$ cat src/design/rsb_pkg.sv
// ============================================================================
// rsb_pkg
// Shared types and constants for the restart supervisor backoff unit.
// ============================================================================
`default_nettype none

package rsb_pkg;

    localparam int unsigned WAIT_BITS_DEFAULT = 16;
    localparam int unsigned CFG_BITS          = 16;
    localparam int unsigned APB_ADDR_BITS     = 4;
    localparam int unsigned APB_DATA_BITS     = 32;

    localparam logic [CFG_BITS-1:0] MIN_WAIT_RST = 16'd2;
    localparam logic [CFG_BITS-1:0] MAX_WAIT_RST = 16'd300;
    localparam int unsigned         RESET_WAIT   = 2;
    localparam int unsigned         FAIL_WAIT    = 60;

    localparam logic [1:0] REG_MIN_WAIT    = 2'd0;
    localparam logic [1:0] REG_MAX_WAIT    = 2'd1;
    localparam logic [1:0] REG_DAEMON_MODE = 2'd2;

    typedef enum logic [2:0] {
        EV_LAUNCH    = 3'd0,
        EV_TIMER     = 3'd1,
        EV_EXIT      = 3'd2,
        EV_HANGUP    = 3'd3,
        EV_INTERRUPT = 3'd4,
        EV_TERMINATE = 3'd5,
        EV_PAUSE     = 3'd6,
        EV_RESUME    = 3'd7
    } event_t;

    typedef enum logic [2:0] {
        ACT_NONE   = 3'd0,
        ACT_START  = 3'd1,
        ACT_SIGNAL = 3'd2,
        ACT_TIMER  = 3'd3,
        ACT_EXIT   = 3'd4
    } action_t;

    typedef enum logic [1:0] {
        SIG_HANGUP    = 2'd0,
        SIG_INTERRUPT = 2'd1,
        SIG_TERMINATE = 2'd2
    } sig_t;

    typedef struct packed {
        logic running;
        logic restart_en;
        logic exit_pending;
        logic halted;
    } flags_t;

    typedef struct packed {
        logic [CFG_BITS-1:0] min_wait;
        logic [CFG_BITS-1:0] max_wait;
        logic                daemon_mode;
    } cfg_t;

    typedef struct packed {
        action_t             action;
        sig_t                signal_kind;
        logic [CFG_BITS-1:0] timer_seconds;
        logic                exit_code;
        logic                worker_running;
    } result_t;

endpackage

`default_nettype wire

$ cat src/design/rsb_in_if.sv
// ============================================================================
// rsb_in_if
// Event channel: valid/ready handshake carrying one supervisor event.
// ============================================================================
`default_nettype none

interface rsb_in_if;

    logic       valid;
    logic       ready;
    logic [2:0] mode;
    logic       start_ok;

    modport source (output valid, output mode, output start_ok, input ready);
    modport sink   (input valid, input mode, input start_ok, output ready);

endinterface

`default_nettype wire

$ cat src/design/rsb_out_if.sv
// ============================================================================
// rsb_out_if
// Action channel: valid/ready handshake carrying one supervisor action.
// ============================================================================
`default_nettype none

interface rsb_out_if;

    logic        valid;
    logic        ready;
    logic [2:0]  action;
    logic [1:0]  signal_kind;
    logic [15:0] timer_seconds;
    logic        exit_code;
    logic        worker_running;

    modport source (
        output valid, output action, output signal_kind, output timer_seconds,
        output exit_code, output worker_running, input ready
    );
    modport sink (
        input valid, input action, input signal_kind, input timer_seconds,
        input exit_code, input worker_running, output ready
    );

endinterface

`default_nettype wire

$ cat src/design/rsb_step.sv
// ============================================================================
// rsb_step
// Next-state and action logic for one supervisor event, including the
// saturating wait doubling.
// ============================================================================
`default_nettype none

module rsb_step
    import rsb_pkg::*;
#(
    parameter int unsigned WAIT_BITS = WAIT_BITS_DEFAULT
) (
    input  wire  event_t               mode,
    input  wire  logic                 start_ok,
    input  wire  cfg_t                 cfg,
    input  wire  flags_t               flags,
    input  wire  logic [WAIT_BITS-1:0] cur_wait,
    output flags_t                     flags_next,
    output logic [WAIT_BITS-1:0]       wait_next,
    output result_t                    result
);

    localparam int unsigned EXT_BITS = (WAIT_BITS > CFG_BITS) ? WAIT_BITS : CFG_BITS;

    function automatic logic [WAIT_BITS-1:0] clamp_cfg(input logic [CFG_BITS-1:0] v);
        logic [EXT_BITS-1:0] ext;
        logic [EXT_BITS-1:0] lim;
        ext = EXT_BITS'(v);
        lim = EXT_BITS'({WAIT_BITS{1'b1}});
        if (ext > lim)
        begin
            ext = lim;
        end
        return ext[WAIT_BITS-1:0];
    endfunction

    logic [CFG_BITS-1:0]  emax_cfg;
    logic [WAIT_BITS-1:0] emax;
    logic [WAIT_BITS:0]   doubled;
    logic [WAIT_BITS-1:0] wait_doubled;
    logic [WAIT_BITS-1:0] secs_w;
    logic [EXT_BITS-1:0]  secs_ext;

    always_comb
    begin
        emax_cfg     = (cfg.max_wait < cfg.min_wait) ? cfg.min_wait : cfg.max_wait;
        emax         = clamp_cfg(emax_cfg);
        doubled      = {cur_wait, 1'b0};
        wait_doubled = (doubled >= {1'b0, emax}) ? emax : doubled[WAIT_BITS-1:0];
        secs_w       = (cur_wait == '0) ? WAIT_BITS'(1) : cur_wait;
        secs_ext     = EXT_BITS'(secs_w);
    end

    always_comb
    begin
        flags_next            = flags;
        wait_next             = cur_wait;
        result.action         = ACT_NONE;
        result.signal_kind    = SIG_HANGUP;
        result.timer_seconds  = '0;
        result.exit_code      = 1'b0;

        if (mode == EV_LAUNCH)
        begin
            flags_next.restart_en   = 1'b1;
            flags_next.exit_pending = 1'b0;
            flags_next.halted       = 1'b0;
            flags_next.running      = start_ok;
            wait_next     = start_ok ? clamp_cfg(cfg.min_wait) : WAIT_BITS'(FAIL_WAIT);
            result.action = ACT_START;
        end
        else if (!flags.halted)
        begin
            case (mode)
                EV_TIMER:
                begin
                    if (flags.exit_pending)
                    begin
                        result.action     = ACT_EXIT;
                        result.exit_code  = 1'b1;
                        flags_next.halted = 1'b1;
                    end
                    else if (flags.restart_en && !flags.running)
                    begin
                        result.action      = ACT_START;
                        flags_next.running = start_ok;
                        if (!start_ok)
                        begin
                            wait_next = WAIT_BITS'(FAIL_WAIT);
                        end
                    end
                end
                EV_EXIT:
                begin
                    flags_next.running = 1'b0;
                    if (flags.exit_pending)
                    begin
                        result.action     = ACT_EXIT;
                        flags_next.halted = 1'b1;
                    end
                    else if (flags.restart_en)
                    begin
                        result.action        = ACT_TIMER;
                        result.timer_seconds = secs_ext[CFG_BITS-1:0];
                        wait_next            = wait_doubled;
                    end
                end
                EV_HANGUP:
                begin
                    if (cfg.daemon_mode)
                    begin
                        if (flags.running)
                        begin
                            result.action = ACT_SIGNAL;
                        end
                    end
                    else if (flags.running)
                    begin
                        result.action           = ACT_SIGNAL;
                        flags_next.restart_en   = 1'b0;
                        flags_next.exit_pending = 1'b1;
                    end
                    else
                    begin
                        result.action     = ACT_EXIT;
                        result.exit_code  = 1'b1;
                        flags_next.halted = 1'b1;
                    end
                end
                EV_INTERRUPT, EV_TERMINATE:
                begin
                    if (!flags.running)
                    begin
                        result.action     = ACT_EXIT;
                        result.exit_code  = 1'b1;
                        flags_next.halted = 1'b1;
                    end
                    else
                    begin
                        result.action           = ACT_SIGNAL;
                        result.signal_kind      = (mode == EV_INTERRUPT) ? SIG_INTERRUPT
                                                                         : SIG_TERMINATE;
                        flags_next.restart_en   = 1'b0;
                        flags_next.exit_pending = 1'b1;
                    end
                end
                EV_PAUSE:
                begin
                    flags_next.restart_en = 1'b0;
                end
                EV_RESUME:
                begin
                    flags_next.restart_en = 1'b1;
                    if (!flags.running)
                    begin
                        result.action      = ACT_START;
                        flags_next.running = start_ok;
                        if (!start_ok)
                        begin
                            wait_next = WAIT_BITS'(FAIL_WAIT);
                        end
                    end
                end
                default:
                begin
                    result.action = ACT_NONE;
                end
            endcase
        end

        result.worker_running = flags_next.running;
    end

endmodule

`default_nettype wire

$ cat src/design/restart_supervisor_backoff_unit.sv
// ============================================================================
// restart_supervisor_backoff_unit
// Restart supervisor with exponential backoff: one action per event.
// ============================================================================
//  channel   dir  handshake      payload
//  in_ch     in   valid/ready    mode, start_ok
//  out_ch    out  valid/ready    action, signal_kind, timer_seconds,
//                                exit_code, worker_running
//  apb       in   psel/penable   paddr, pwdata -> prdata (pready tied high)
//
//  One event per cycle while out_ch does not stall: an event enters the
//  input register, then flag update and saturating doubling fill the
//  result register, which loads when it is empty or out_ch accepts.
//  While a result waits on out_ch, the input register takes one more event
//  and then holds in_ch.ready low until out_ch accepts.
//  Reset clears running, exit-pending and halted, sets restart-enable,
//  loads the wait with 2 and restores the registers.
// ============================================================================
`default_nettype none

module restart_supervisor_backoff_unit
    import rsb_pkg::*;
#(
    parameter int unsigned WAIT_BITS = WAIT_BITS_DEFAULT
) (
    input  wire  logic                     clk,
    input  wire  logic                     rst_n,
    input  wire  logic                     psel,
    input  wire  logic                     penable,
    input  wire  logic                     pwrite,
    input  wire  logic [APB_ADDR_BITS-1:0] paddr,
    input  wire  logic [APB_DATA_BITS-1:0] pwdata,
    output logic [APB_DATA_BITS-1:0]       prdata,
    output logic                           pready,
    rsb_in_if.sink                         in_ch,
    rsb_out_if.source                      out_ch
);

    cfg_t                 cfg_reg;
    flags_t               flags_reg;
    flags_t               flags_next;
    logic [WAIT_BITS-1:0] wait_reg;
    logic [WAIT_BITS-1:0] wait_next;

    logic                 in_valid_reg;
    event_t               in_mode_reg;
    logic                 in_ok_reg;

    logic                 out_valid_reg;
    result_t              out_result_reg;
    result_t              result_next;

    logic                 advance;
    logic                 cfg_write;
    logic [1:0]           reg_index;

    assign pready    = 1'b1;
    assign reg_index = paddr[3:2];
    assign cfg_write = psel && penable && pwrite && pready;
    assign advance   = in_valid_reg && (!out_valid_reg || out_ch.ready);

    assign in_ch.ready = !in_valid_reg || advance;

    always_ff @(posedge clk or negedge rst_n)
    begin
        if (!rst_n)
        begin
            cfg_reg.min_wait    <= MIN_WAIT_RST;
            cfg_reg.max_wait    <= MAX_WAIT_RST;
            cfg_reg.daemon_mode <= 1'b0;
        end
        else if (cfg_write)
        begin
            case (reg_index)
                REG_MIN_WAIT:    cfg_reg.min_wait    <= pwdata[CFG_BITS-1:0];
                REG_MAX_WAIT:    cfg_reg.max_wait    <= pwdata[CFG_BITS-1:0];
                REG_DAEMON_MODE: cfg_reg.daemon_mode <= pwdata[0];
                default:         cfg_reg             <= cfg_reg;
            endcase
        end
    end

    always_comb
    begin
        case (reg_index)
            REG_MIN_WAIT:    prdata = APB_DATA_BITS'(cfg_reg.min_wait);
            REG_MAX_WAIT:    prdata = APB_DATA_BITS'(cfg_reg.max_wait);
            REG_DAEMON_MODE: prdata = APB_DATA_BITS'(cfg_reg.daemon_mode);
            default:         prdata = '0;
        endcase
    end

    rsb_step #(
        .WAIT_BITS (WAIT_BITS)
    ) u_step (
        .mode       (in_mode_reg),
        .start_ok   (in_ok_reg),
        .cfg        (cfg_reg),
        .flags      (flags_reg),
        .cur_wait   (wait_reg),
        .flags_next (flags_next),
        .wait_next  (wait_next),
        .result     (result_next)
    );

    always_ff @(posedge clk or negedge rst_n)
    begin
        if (!rst_n)
        begin
            in_valid_reg          <= 1'b0;
            out_valid_reg         <= 1'b0;
            flags_reg.running      <= 1'b0;
            flags_reg.restart_en   <= 1'b1;
            flags_reg.exit_pending <= 1'b0;
            flags_reg.halted       <= 1'b0;
            wait_reg              <= WAIT_BITS'(RESET_WAIT);
        end
        else
        begin
            if (in_ch.ready)
            begin
                in_valid_reg <= in_ch.valid;
            end
            if (advance)
            begin
                out_valid_reg <= 1'b1;
                flags_reg     <= flags_next;
                wait_reg      <= wait_next;
            end
            else if (out_ch.ready)
            begin
                out_valid_reg <= 1'b0;
            end
        end
    end

    always_ff @(posedge clk)
    begin
        if (in_ch.ready && in_ch.valid)
        begin
            in_mode_reg <= event_t'(in_ch.mode);
            in_ok_reg   <= in_ch.start_ok;
        end
        if (advance)
        begin
            out_result_reg <= result_next;
        end
    end

    assign out_ch.valid          = out_valid_reg;
    assign out_ch.action         = out_result_reg.action;
    assign out_ch.signal_kind    = out_result_reg.signal_kind;
    assign out_ch.timer_seconds  = out_result_reg.timer_seconds;
    assign out_ch.exit_code      = out_result_reg.exit_code;
    assign out_ch.worker_running = out_result_reg.worker_running;

    a_halted_is_quiet: assert property (
        @(posedge clk) disable iff (!rst_n)
        advance && flags_reg.halted && (in_mode_reg != EV_LAUNCH)
            |=> out_result_reg.action == ACT_NONE
    ) else $error("event after halt produced an action");

    a_exit_sets_halt: assert property (
        @(posedge clk) disable iff (!rst_n)
        out_valid_reg && (out_result_reg.action == ACT_EXIT) |-> flags_reg.halted
    ) else $error("exit action without halted flag");

    a_launch_starts: assert property (
        @(posedge clk) disable iff (!rst_n)
        advance && (in_mode_reg == EV_LAUNCH)
            |=> (out_result_reg.action == ACT_START) && !flags_reg.halted
    ) else $error("launch did not start the worker");

endmodule

`default_nettype wire
$ cat src/flat_wrapper.sv
// flat-port wrapper written by rule: the top's interface ports become plain ports
module restart_supervisor_backoff_unit_flat import rsb_pkg::*;
#(
    parameter int unsigned WAIT_BITS = WAIT_BITS_DEFAULT
)
  (clk, rst_n, psel, penable, pwrite, paddr, pwdata, prdata, pready, in_ch_valid, in_ch_mode, in_ch_start_ok, in_ch_ready, out_ch_valid, out_ch_action, out_ch_signal_kind, out_ch_timer_seconds, out_ch_exit_code, out_ch_worker_running, out_ch_ready);
  rsb_in_if in_ch_i ();
  rsb_out_if out_ch_i ();
  input  wire  logic clk;
  input  wire  logic rst_n;
  input  wire  logic psel;
  input  wire  logic penable;
  input  wire  logic pwrite;
  input  wire  logic [APB_ADDR_BITS-1:0] paddr;
  input  wire  logic [APB_DATA_BITS-1:0] pwdata;
  output logic [APB_DATA_BITS-1:0] prdata;
  output logic pready;
  input wire logic [$bits(in_ch_i.valid)-1:0] in_ch_valid;
  input wire logic [$bits(in_ch_i.mode)-1:0] in_ch_mode;
  input wire logic [$bits(in_ch_i.start_ok)-1:0] in_ch_start_ok;
  output wire logic [$bits(in_ch_i.ready)-1:0] in_ch_ready;
  output wire logic [$bits(out_ch_i.valid)-1:0] out_ch_valid;
  output wire logic [$bits(out_ch_i.action)-1:0] out_ch_action;
  output wire logic [$bits(out_ch_i.signal_kind)-1:0] out_ch_signal_kind;
  output wire logic [$bits(out_ch_i.timer_seconds)-1:0] out_ch_timer_seconds;
  output wire logic [$bits(out_ch_i.exit_code)-1:0] out_ch_exit_code;
  output wire logic [$bits(out_ch_i.worker_running)-1:0] out_ch_worker_running;
  input wire logic [$bits(out_ch_i.ready)-1:0] out_ch_ready;
  assign in_ch_i.valid = in_ch_valid;
  assign in_ch_i.mode = in_ch_mode;
  assign in_ch_i.start_ok = in_ch_start_ok;
  assign in_ch_ready = in_ch_i.ready;
  assign out_ch_valid = out_ch_i.valid;
  assign out_ch_action = out_ch_i.action;
  assign out_ch_signal_kind = out_ch_i.signal_kind;
  assign out_ch_timer_seconds = out_ch_i.timer_seconds;
  assign out_ch_exit_code = out_ch_i.exit_code;
  assign out_ch_worker_running = out_ch_i.worker_running;
  assign out_ch_i.ready = out_ch_ready;
  restart_supervisor_backoff_unit #(.WAIT_BITS(WAIT_BITS)) u_core (.clk(clk), .rst_n(rst_n), .psel(psel), .penable(penable), .pwrite(pwrite), .paddr(paddr), .pwdata(pwdata), .prdata(prdata), .pready(pready), .in_ch(in_ch_i), .out_ch(out_ch_i));
endmodule
$ cat config.mk
export PLATFORM = sky130hd
export DESIGN_NAME = restart_supervisor_backoff_unit_flat
export DESIGN_NICKNAME = d
export VERILOG_FILES = /design/src/design/rsb_pkg.sv /design/src/design/rsb_in_if.sv /design/src/design/rsb_out_if.sv /design/src/design/rsb_step.sv /design/src/design/restart_supervisor_backoff_unit.sv /design/src/flat_wrapper.sv
export SDC_FILE = /design/constraint.sdc
export NUM_CORES = 1
export LEC_CHECK = 0
export ABC_AREA = 1
export BUFFER_PORTS_ARGS = -buffer_cell sky130_fd_sc_hd__buf_4
export CORE_AREA = 2 2 86 105
export CTS_BUF_LIST = sky130_fd_sc_hd__clkbuf_8
export DETAILED_ROUTE_END_ITERATION = 10
export DIE_AREA = 0 0 88 107
export PLACE_DENSITY = 0.92
export SETUP_SLACK_MARGIN = 0.2
export SYNTH_ARGS = -nofsm -noshare
export SYNTH_HDL_FRONTEND = slang
export SYNTH_SLANG_ARGS = --single-unit
$ cat constraint.sdc
create_clock -name clk -period 4.75 [get_ports clk]
set_input_delay 0.475 -clock clk [delete_from_list [all_inputs] [get_ports clk]]
set_output_delay 0.475 -clock clk [all_outputs]
set_load 0.02 [all_outputs]
==> impl_metrics.yaml <==
run_status:
  status: "completed"
setup_path:
  r2r-start: "u_core.cfg_reg[26]"
  critPathMaxStageDelay_ns: 0.42
  r2r_cells: 20
  worstPathCellList: "inv_1 -> ha_1 -> nand2_1 -> inv_1 -> o21bai_1 -> a21oi_1 -> nor2_1 -> nand2_2 -> o21ai_0 -> inv_1 -> ha_1 -> a21oi_1 -> o21a_1 -> nor2_1 -> nor2_1 -> o21a_1 -> nand2_4 -> nand2_1 -> nand3_1 -> a21oi_1"
  r2r-end: "u_core.wait_reg[12]"
  critical_path.endpoint: "u_core.wait_reg[12]"
  cp_num_cells: 20
  crit_fanout: 31
  path_delay_family: "compound AO/OA/AOI/OAI gates"
  slowest_stage: "dfrtp_1"
  worstSetupPathType: "reg2reg"
  required_ns: 5.03
  startpoint: "u_core.cfg_reg[26]"
  startpoint_type: "flip-flop"
  cp_num_buf_inv: 3
  reg2reg_slack_ns: 0.85
  worstPathArrival_ns: 4.18
  cp-end-kind: "flip-flop"
pwr:
  p_leak_nw: 2.81
  powerDensity_nw_per_um2: 517
  power_mw: 2.89
  ir_drop_uv: 228
layout:
  fin_util: 0.666
  largest_reg_flops: 33
  multiInputGateArea_um2: 2180
  regArea_um2: 2200
  syn2layout_area_growth_pct: 13.2
  final_nets: 755
  num-fill-cells: 700
  drive_gt1_frac: 0.154
  fin_area_um2: 5580
  diodes: 0
timing:
  worst_pin_slew_ns: 0.918
  clock_skew_ns: 0.00865
  drv_slew: 0
  final.setup.tns_ns: 0
  fmax_mhz: 257
  setup-violations-final: 0
  grt_setup_unrepaired: "false"
  fin_crit_ns: 3.90
  finalHoldViolCount: 0
  setup_ws_ns: 0.852
  relSlewSlack: 0.386
  fin_crit_sh: 0.821
synth:
  synth_cells: 620
  yosysTopAreaCellShare: 0.244
  ys_warn_count: 0
  synth_edf_count: 27
  yosys_register_bits: 82
  syn_area_per_cell_um2: 7.95
  synth_flop_cell: "dfrtp_1"
  synthTopCellsByArea: "dfrtp_1 (24%), edfxtp_1 (16%), nand2_1 (9.1%)"
  synth_cell_type_count: 37
  synth.most_common_cell: "nand2_1"
  synth_area_leader_cell: "dfrtp_1"
  syn_area_um2: 4930
  yosysSeqAreaShare: 0.445
  async_reset_ff_frac: 0.671
  synth_common_cells: "nand2_1 (119), inv_1 (96), o21ai_0 (52)"
floorplan:
  die_height_um: 107
  die_width_um: 88
  fp.dieArea_um2: 9420
  io_pins: 105
  rows: 37
  initial_core_util: 0.588
  coreArea_um2: 8380
routing:
  vias_per_cell: 5.48
  first_iter_violations: 423
  drc_errors: 0
  routedWlPerCell_um: 14.1
  drt_pass1_iterations: 5
  ant_nets: 0
  routed_wl_um: 11300
  num_vias: 4385
clock_tree:
  ctsResizeCount: 0
  path_clk_slew_ns: 0.07
  cts_made_buffers: 9
  cts_sinks: 82
  cts-hold-fix-buffers: 0
  clockRootBuffer: "clkbuf_8"
  cts.htree.levels: 3
  clk_latency_ns: 0.37
  cts.path.max_buffers: 2
  post_cts_buffers: 0
  cts_tree: "built"
grt:
  grt_max_degree: 56
  globalRoute.totalOverflow: 0
  grt_pass1_wl_um: 19300
  antenna_found_initial: 0
  grt_pass1_vias: 4305
  grt_usage: 0.262
placement:
  dp_slack_ns: 0.930
  placed_cell_area_um2: 5430
  place.gp.congestion: 0.896
  hpwl_um: 8400
  port_buffers: 69
worst_hold_path:
  hold_class: "in2async"
run:
  drv_cap: 0
-- final cells by class --
class	count	area share
clock buffers	9	0.0222
clock inverters	7	0.00560
inverters	99	0.0666
multi-input cells	415	0.390
flip-flops and latches	82	0.393
well taps	117	0.0262
repair buffers	71	0.0955
-- through the flow --
step	hold WS [ns]	instances
3_5_place_dp	0.475	784
4_1_cts	0.171	800
2_1_floorplan	0.179	635
3_3_place_gp	0.467	784
5_1_grt	0.205	800
6_report	0.159	800
-- layer usage --
metal	global-route usage	routed length, um	vias up
met5	0	0	-
met1	0.321	4730	2024
met3	0.0462	629	33
li1	-	-	2134
met2	0.439	5610	194
met4	0.131	327	0
-- worst register-to-register path, delay by kind of cell, from the launching register on --
kind                     cells  cell delay (ns)
adder cells (fa/ha/maj)      2             0.58
flip-flops                   1             0.42
AND/OR/NAND/NOR              8             1.22
AO/OA/AOI/OAI                7             1.42
buffers and inverters        3             0.20
-- cell usage in the layout (no fill, tap or decap), drive strengths merged, types with 7 or more instances in the layout --
| master | Yosys | routed |
|---|---|---|
| nand2 | 124 | 124 |
| inv | 99 | 102 |
| buf | 31 | 71 |
| o21ai | 60 | 60 |
| nor2 | 51 | 51 |
| a21oi | 49 | 49 |
| dfrtp | 48 | 48 |
| nand3 | 37 | 37 |
| ha | 30 | 30 |
| edfxtp | 27 | 27 |
| conb | 2 | 17 |
| o22ai | 16 | 16 |
| clkbuf | 8 | 9 |
| dfstp | 7 | 7 |
-- worst min path at each step --
stage / from / end / slack, ns / cells past startpoint
6_report: rst_n / u_core.wait_reg[11] / 0.16 / 1
4_1_cts: rst_n / u_core.cfg_reg[30] / 0.17 / 1
3_3_place_gp: u_core.cfg_reg[21] / u_core.cfg_reg[21] / 0.47 / 2
5_1_grt: rst_n / u_core.wait_reg[8] / 0.20 / 1
2_1_floorplan: rst_n / u_core.cfg_reg[0] / 0.18 / 0
3_5_place_dp: u_core.cfg_reg[21] / u_core.cfg_reg[21] / 0.47 / 2
-- power breakdown --
| part | switching (mW) | internal [mW] | leakage (nW) |
|---|---|---|---|
| logic | 0.844 | 0.499 | 1.78 |
| clock network | 0.246 | 0.180 | 0.0963 |
| registers | 0.191 | 0.927 | 0.938 |
| total | 1.28 | 1.61 | 2.81 |
-- logic make-up (layout without fill, tap and decap cells) --
| logic type | count (synthesis) | after routing | synth area share |
|---|---|---|---|
| AO/OA/AOI/OAI | 139 | 139 | 0.152 |
| other | 2 | 17 | 0.00152 |
| adder cells (fa/ha/maj) | 30 | 30 | 0.0761 |
| AND/OR/NAND/NOR | 228 | 228 | 0.199 |
| buffers and inverters | 138 | 186 | 0.124 |
| flip-flops | 82 | 82 | 0.445 |
| multiplexers | 1 | 1 | 0.00203 |
(Power assumes the default switching activity.)
